$ cat config.mk
export PLATFORM = sky130hd
export DESIGN_NAME = hv_cordic_cell
export DESIGN_NICKNAME = d
export VERILOG_FILES = /design/src/hdl/hv_pkg.sv /design/src/hdl/hv_cordic_cell.sv
export SDC_FILE = /design/constraint.sdc
export NUM_CORES = 1
export LEC_CHECK = 0
export ABC_CLOCK_PERIOD_IN_PS = 5140
export BUFFER_PORTS_ARGS = -buffer_cell sky130_fd_sc_hd__buf_2
export CAP_MARGIN = 20
export CORE_MARGIN = 2
export CORE_UTILIZATION = 39
export DETAILED_ROUTE_END_ITERATION = 6
export GPL_ROUTABILITY_DRIVEN = 0
export SYNTH_ARGS = -nofsm -noshare
export SYNTH_HDL_FRONTEND = slang
export SYNTH_SLANG_ARGS = --single-unit
export TNS_END_PERCENT = 30
$ cat constraint.sdc
create_clock -name clock -period 5.14 [get_ports clock]
set_input_delay 0.257 -clock clock [delete_from_list [all_inputs] [get_ports clock]]
set_output_delay 0.257 -clock clock [all_outputs]
set_load 0.005 [all_outputs]
$ cat src/hdl/hv_pkg.sv
`timescale 1ns / 1ps

package hv_pkg;

   // Angle scaling of the input fields: degrees times 2^ANGLE_FRAC_BITS.
   localparam int ANGLE_FRAC_BITS = 20;

   // Datapath widths.
   localparam int CORDIC_W = 34;   // signed CORDIC x, y, z
   localparam int Q30_W    = 32;   // signed Q30 trig values
   localparam int MAG_Q30_W = 31;  // magnitude of a Q30 value, at most 2^30
   localparam int SQRT_W   = 62;   // radicand and partial root of the integer root
   localparam int SQRT_STEPS = 31; // one result bit per step
   localparam int ROOT_W   = 31;

   localparam int DEG2RAD_W = 31;
   localparam logic [DEG2RAD_W-1:0] DEG2RAD_Q36 = 31'd1199381129;
   localparam logic signed [CORDIC_W-1:0] CORDIC_GAIN_Q30 = 34'sd652032874;
   localparam int DIAM_W = 24;
   localparam logic [DIAM_W-1:0] DIAMETER_M = 24'd12742000;
   localparam int DIST_W = 25;
   localparam logic [DIST_W-1:0] HALF_CIRC_M = 25'd20015087;
   localparam logic [MAG_Q30_W-1:0] Q30_ONE = 31'h4000_0000;

   // round(atan(2^-i) * 2^30)
   function automatic logic [31:0] atan_q30(input logic [4:0] idx);
      logic [31:0] r;
      unique case (idx)
         5'd0:  r = 32'd843314857;
         5'd1:  r = 32'd497837829;
         5'd2:  r = 32'd263043837;
         5'd3:  r = 32'd133525159;
         5'd4:  r = 32'd67021687;
         5'd5:  r = 32'd33543516;
         5'd6:  r = 32'd16775851;
         5'd7:  r = 32'd8388437;
         5'd8:  r = 32'd4194283;
         5'd9:  r = 32'd2097149;
         5'd10: r = 32'd1048576;
         5'd11: r = 32'd524288;
         5'd12: r = 32'd262144;
         5'd13: r = 32'd131072;
         5'd14: r = 32'd65536;
         5'd15: r = 32'd32768;
         5'd16: r = 32'd16384;
         5'd17: r = 32'd8192;
         5'd18: r = 32'd4096;
         5'd19: r = 32'd2048;
         5'd20: r = 32'd1024;
         5'd21: r = 32'd512;
         5'd22: r = 32'd256;
         5'd23: r = 32'd128;
         5'd24: r = 32'd64;
         5'd25: r = 32'd32;
         5'd26: r = 32'd16;
         5'd27: r = 32'd8;
         5'd28: r = 32'd4;
         5'd29: r = 32'd2;
         5'd30: r = 32'd1;
         5'd31: r = 32'd0;
      endcase
      return r;
   endfunction

   // Limit a CORDIC coordinate to [-1, 1] in Q30.
   function automatic logic signed [Q30_W-1:0] clamp_q30(input logic signed [CORDIC_W-1:0] v);
      logic signed [CORDIC_W-1:0] one;
      logic signed [Q30_W-1:0] r;
      one = signed'(CORDIC_W'(Q30_ONE));
      if (v > one) begin
         r = Q30_W'(one);
      end else if (v < -one) begin
         r = Q30_W'(-one);
      end else begin
         r = Q30_W'(v);
      end
      return r;
   endfunction

endpackage

$ cat src/hdl/hv_cordic_cell.sv
`timescale 1ns / 1ps

module hv_cordic_cell #(
   parameter int STAGE     = 0,
   parameter bit VECTORING = 1'b0
) (
   input  logic                                  clock,
   input  logic                                  reset,
   input  logic                                  en,
   input  logic                                  in_valid,
   input  logic signed [hv_pkg::CORDIC_W-1:0]    in_x,
   input  logic signed [hv_pkg::CORDIC_W-1:0]    in_y,
   input  logic signed [hv_pkg::CORDIC_W-1:0]    in_z,
   output logic                                  out_valid,
   output logic signed [hv_pkg::CORDIC_W-1:0]    out_x,
   output logic signed [hv_pkg::CORDIC_W-1:0]    out_y,
   output logic signed [hv_pkg::CORDIC_W-1:0]    out_z
);

   localparam logic signed [hv_pkg::CORDIC_W-1:0] ATAN =
      signed'(hv_pkg::CORDIC_W'(hv_pkg::atan_q30(5'(STAGE))));

   logic                                valid_ff;
   logic signed [hv_pkg::CORDIC_W-1:0]  x_ff, y_ff, z_ff;
   logic signed [hv_pkg::CORDIC_W-1:0]  x_in, y_in, z_in;
   logic signed [hv_pkg::CORDIC_W-1:0]  dx, dy;
   logic                                ccw;

   always_comb begin
      dx = in_y >>> STAGE;
      dy = in_x >>> STAGE;
      // rotation follows the residual angle, vectoring drives y to zero
      ccw = VECTORING ? !(in_y > 0) : (in_z >= 0);
      if (ccw) begin
         x_in = in_x - dx;
         y_in = in_y + dy;
         z_in = in_z - ATAN;
      end else begin
         x_in = in_x + dx;
         y_in = in_y - dy;
         z_in = in_z + ATAN;
      end
   end

   always_ff @(posedge clock) begin
      if (reset) begin
         valid_ff <= 1'b0;
      end else if (en) begin
         valid_ff <= in_valid;
      end
   end

   always_ff @(posedge clock) begin
      if (en) begin
         x_ff <= x_in;
         y_ff <= y_in;
         z_ff <= z_in;
      end
   end

   assign out_valid = valid_ff;
   assign out_x     = x_ff;
   assign out_y     = y_ff;
   assign out_z     = z_ff;

endmodule

==> flow_results.org <==
** Outcome
- The run finished with clean final reports.

** Power
- The share of total power dissipated in sequential elements is 0.365.
- Largest voltage drop on the vdd net :: 0.170 mV
- Net Sw Power :: approximately 1.1 mW
- Of the total power, the share spent switching nets is 0.363.
- In this run the static leakage power is 5.33 nW.
- Cell internal power was estimated by the tool at about 2.0 mW.
- Combinational power share :: 0.399
- Power Total :: 3.13 mW
- Proportion of power drawn by the clock network :: 0.236
- Dividing total power by cell area gives a power density of 255 nW/um^2.

** Yosys
- Number of enable-type register cells in the synthesized netlist :: 101
- Synth Area in Compound Gates :: 0.254
- Simple-gate portion of the synthesized area :: 0.148
- The commonest cells after synthesis are sky130_fd_sc_hd__a21oi_1 (143), sky130_fd_sc_hd__ha_1 (132), sky130_fd_sc_hd__inv_1 (104).
- Cells after synthesis :: 1238
- For this run, the register share of the synthesized area comes to 0.283.
- Most instantiated library cell after synthesis :: sky130_fd_sc_hd__a21oi_1
- Library cell occupying the most area in the post-synthesis netlist :: sky130_fd_sc_hd__edfxtp_1
- Mean instance size in the synthesized netlist :: 8.70 um^2
- Biggest area contributors in the synthesized netlist :: sky130_fd_sc_hd__edfxtp_1 (28%), sky130_fd_sc_hd__ha_1 (15%), sky130_fd_sc_hd__a21oi_1 (6.6%)
- Most common flop cell mapped by yosys :: sky130_fd_sc_hd__edfxtp_1
- Number of storage elements in the synthesis netlist :: 102
- After synthesis, the largest family of logic cells by area is compound AO/OA/AOI/OAI gates.
- Multiplexer fraction of the synthesized cell area :: 0.0130
- Of all flip-flops after synthesis, the portion carrying an async set or reset was 0.
- Xor and xnor area share after synthesis :: 0.0764
- Synthesis instantiated 82 different standard cells from the library.
- Of the total synthesized cell area, the portion taken by full adders, half adders and majority gates is 0.161.
- Synthesized net count :: between 1000 and 1500
- After synthesis the cells add up to 10800 um^2.
- Area share of the largest cell type after synthesis :: 0.282
- Yosys printed 0 warnings.

** Floorplan
- The die covers between 20000 and 30000 um^2.
- The core region is between 20000 and 30000 um^2.
- The floorplan has 60 rows.
- Measured along the y axis, the die boundary spans 170 um.
- Initial cell density of the core :: 0.399
- Number of ports placed on the die boundary :: about 210
- Die X :: 170 um

** Detailed routing
- Number of iterations in the first detailed-routing pass :: 6
- The detailed router placed 10100 vias in this run.
- After detailed routing, the wire length on met1 is 14.5 mm.
- Post-route antenna net violation count :: 0
- Post-DR vias/cell :: 5.74
- Summed over all nets, wire length on met3 after detailed routing comes to 2.18 mm.
- In the final routed layout, each cell accounts on average for 18.6 um.
- In this run the top signal layer used is met4.
- In the routed design, unresolved DRC markers number 0.
- Met2 Wirelength :: 15.3 mm
- Drt total wl :: 32.7 mm
- In this run, the number of DRC markers left after iteration 0 of detailed routing was 953.

** Critical path
- Crit path arrival time :: 4.10 ns
- Classification of the worst setup path :: input port to register
- Reg-to-reg slack, setup :: 4.56 ns
- The startpoint identified for the worst register-to-register timing path is out_valid.
- The worst setup path is launched from an input port.
- FF-to-FF End :: out_valid
- STA puts the critical path data required time at ~5.2 ns.
- Along the worst path, the maximum fanout reaches 36.
- STA classifies the critical path endpoint as a register.
- For the worst flop-to-flop path, the logic depth is 2.

** Hold path
- Worst Hold Endpoint :: out_valid
- WHS Path Cells :: 2
- The tightest min-delay check is of the input port to register type.
- Launch point of the worst hold path :: reset

** STA
- For this run, the top clock speed supported by timing is 0.250 GHz.
- Setup clock skew after layout :: 0 ns
- Subtracting the final worst setup slack from the clock period gives 4.01 ns.
- Aggregate negative setup slack :: 0 ns
- Setup repair after global routing missed its margin :: no
- The count of final hold-check violations was 0.
- The total count of max-transition violations in the final report came to 0.
- Final critical-path share of the clock period :: 0.780
- At the pin with the least slew margin, the transition time is 0.716 ns.
- Headroom to the max-slew limit came out at 0.522.
- Setup violators final :: 0

** Clock network
- Max Root-Sink Buffers :: 2
- The H-tree was split into 3 levels.
- In this run the post-CTS setup repair buffer count came out at 0.
- After clock tree synthesis, the flow added hold-fix buffers numbering 0.
- Post-cts resize count :: 0
- Sink Count :: 102
- Clock transition at the register clock pins on the worst setup and hold paths after CTS :: 0.07 ns
- Library cell used as clock root buffer :: sky130_fd_sc_hd__clkbuf_16
- TritonCTS created 9 clock buffers.
- At the later pin of the worst-skew pair, clock insertion delay measures 0.35 ns.
- TritonCTS built the clock tree.

** Placement
- Number of port buffers :: roughly 210
- HPWL Detailed :: 25.9 mm

** GRT
- Pin count of the biggest net entering global routing :: 58
- The first global-routing pass estimated ~50 mm of wire.
- The via count of the first global-routing pass came to 9580.
- Antenna violations before repair :: 0
- Overflow left after global routing :: 0
- In the global route stage, overall resource usage came out at 0.221.

** Final layout
- Compared with the post-synthesis result, the final layout area differs by 14.2%.
- Final-layout fill cell count :: 2713
- Fraction of layout instances using a drive strength above 1 :: 0.185
- Antenna diode instance count :: 0
- Final Net Count :: roughly 1700

** Flow run
- Max-Cap Viols :: 0
worst max-delay path by stage:
| stage | start | endpoint | cells past startpoint |
|---|---|---|---|
| after detailed placement | in_z[1] | out_z[30] | 16 |
| after floorplan | in_z[33] | out_z[16] | 19 |
| after global routing | in_z[33] | out_z[30] | 18 |
| after CTS | in_z[1] | out_z[30] | 16 |
| after global placement | in_z[1] | out_z[30] | 16 |
| final | in_z[33] | out_z[30] | 18 |
routing by layer:
metal	up-vias	GRT usage
met3	52	0.0291
met4	0	0.0650
met2	440	0.372
li1	4867	-
met1	4741	0.295
met5	-	0
sequential cells by signal, indices dropped and copies added (netlist names):
name / cells
out_valid: 1
out_x: 34
out_y: 33
out_z: 34
cell usage in the layout (no fill, tap or decap), types with 7 or more instances in the layout:
cell                        instances
sky130_fd_sc_hd__a211oi_1          13
sky130_fd_sc_hd__nor2_1            92
sky130_fd_sc_hd__a21oi_1          143
sky130_fd_sc_hd__nand3_1           19
sky130_fd_sc_hd__edfxtp_1         101
sky130_fd_sc_hd__a21o_1            32
sky130_fd_sc_hd__nor2b_1           16
sky130_fd_sc_hd__o31ai_1            7
sky130_fd_sc_hd__nand4_1           13
sky130_fd_sc_hd__a2111oi_0          8
sky130_fd_sc_hd__o211ai_1          14
sky130_fd_sc_hd__and3_1             7
sky130_fd_sc_hd__xnor2_1           74
sky130_fd_sc_hd__buf_2            207
sky130_fd_sc_hd__inv_1            104
sky130_fd_sc_hd__nor3_1            31
sky130_fd_sc_hd__a21boi_0           7
sky130_fd_sc_hd__ha_1             132
sky130_fd_sc_hd__nor4_1            12
sky130_fd_sc_hd__o21bai_1          21
sky130_fd_sc_hd__o21ai_0           87
sky130_fd_sc_hd__mux2i_1           14
sky130_fd_sc_hd__nand2b_1          10
sky130_fd_sc_hd__o21a_1            16
sky130_fd_sc_hd__xor2_1            20
sky130_fd_sc_hd__o21ai_1            8
sky130_fd_sc_hd__a31oi_1           10
sky130_fd_sc_hd__clkbuf_16          9
sky130_fd_sc_hd__or3_1              8
sky130_fd_sc_hd__nand2_1           62
power groups by stage:
stage / combinational [mW] / clock [mW] / sequential, mW
floorplan: 0.774 / 0 / 1.18
global placement: 1.23 / 0 / 1.16
detailed placement: 1.23 / 0 / 1.17
CTS: 1.24 / 0.758 / 1.15
global route: 1.37 / 0.786 / 1.16
finish: 1.25 / 0.738 / 1.15
cell type report:
type	instances	area (um^2)	share of cell area
multi-input cells	979	7030	0.572
flip-flops and latches	102	3050	0.248
repair buffers	212	1070	0.0872
well taps	341	427	0.0347
inverters	109	409	0.0333
clock buffers	10	239	0.0194
clock inverters	6	68.8	0.00559
worst max-delay path, stage by stage:
cell	delay [ns]
sky130_fd_sc_hd__buf_2	0.13
sky130_fd_sc_hd__inv_1	0.08
sky130_fd_sc_hd__ha_1	0.13
sky130_fd_sc_hd__nor4b_1	0.21
sky130_fd_sc_hd__nand4_1	0.13
sky130_fd_sc_hd__nor4_1	0.23
sky130_fd_sc_hd__and4_1	0.25
sky130_fd_sc_hd__nand2b_4	0.21
sky130_fd_sc_hd__buf_4	0.39
sky130_fd_sc_hd__ha_1	0.39
sky130_fd_sc_hd__and4_1	0.24
sky130_fd_sc_hd__and4_1	0.24
sky130_fd_sc_hd__o211ai_1	0.10
sky130_fd_sc_hd__o211ai_1	0.11
sky130_fd_sc_hd__a31oi_1	0.43
sky130_fd_sc_hd__nor3_1	0.14
sky130_fd_sc_hd__o41ai_1	0.33
sky130_fd_sc_hd__xnor2_1	0.10
metrics by stage:
stage	hold slack (ns)	utilization	cell area (um^2)	setup WS, ns	std cells
2_1_floorplan	0.329	-	10800	1.01	1238
4_1_cts	0.0455	0.455	12300	1.12	1759
6_report	0.0593	0.455	12300	1.13	1759
3_3_place_gp	0.416	0.444	12000	0.870	1743
3_5_place_dp	0.424	0.444	12000	0.756	1743
5_1_grt	0.0525	0.455	12300	0.809	1759
kinds of logic (layout without fill, tap and decap cells):
logic type / count (synthesis) / count (layout)
multiplexers: 14 / 14
AND/OR/NAND/NOR: 309 / 309
AO/OA/AOI/OAI: 426 / 426
XOR/XNOR: 94 / 94
adder cells (fa/ha/maj): 136 / 136
flip-flops: 102 / 102
buffers and inverters: 157 / 337
(Power assumes the default switching activity.)
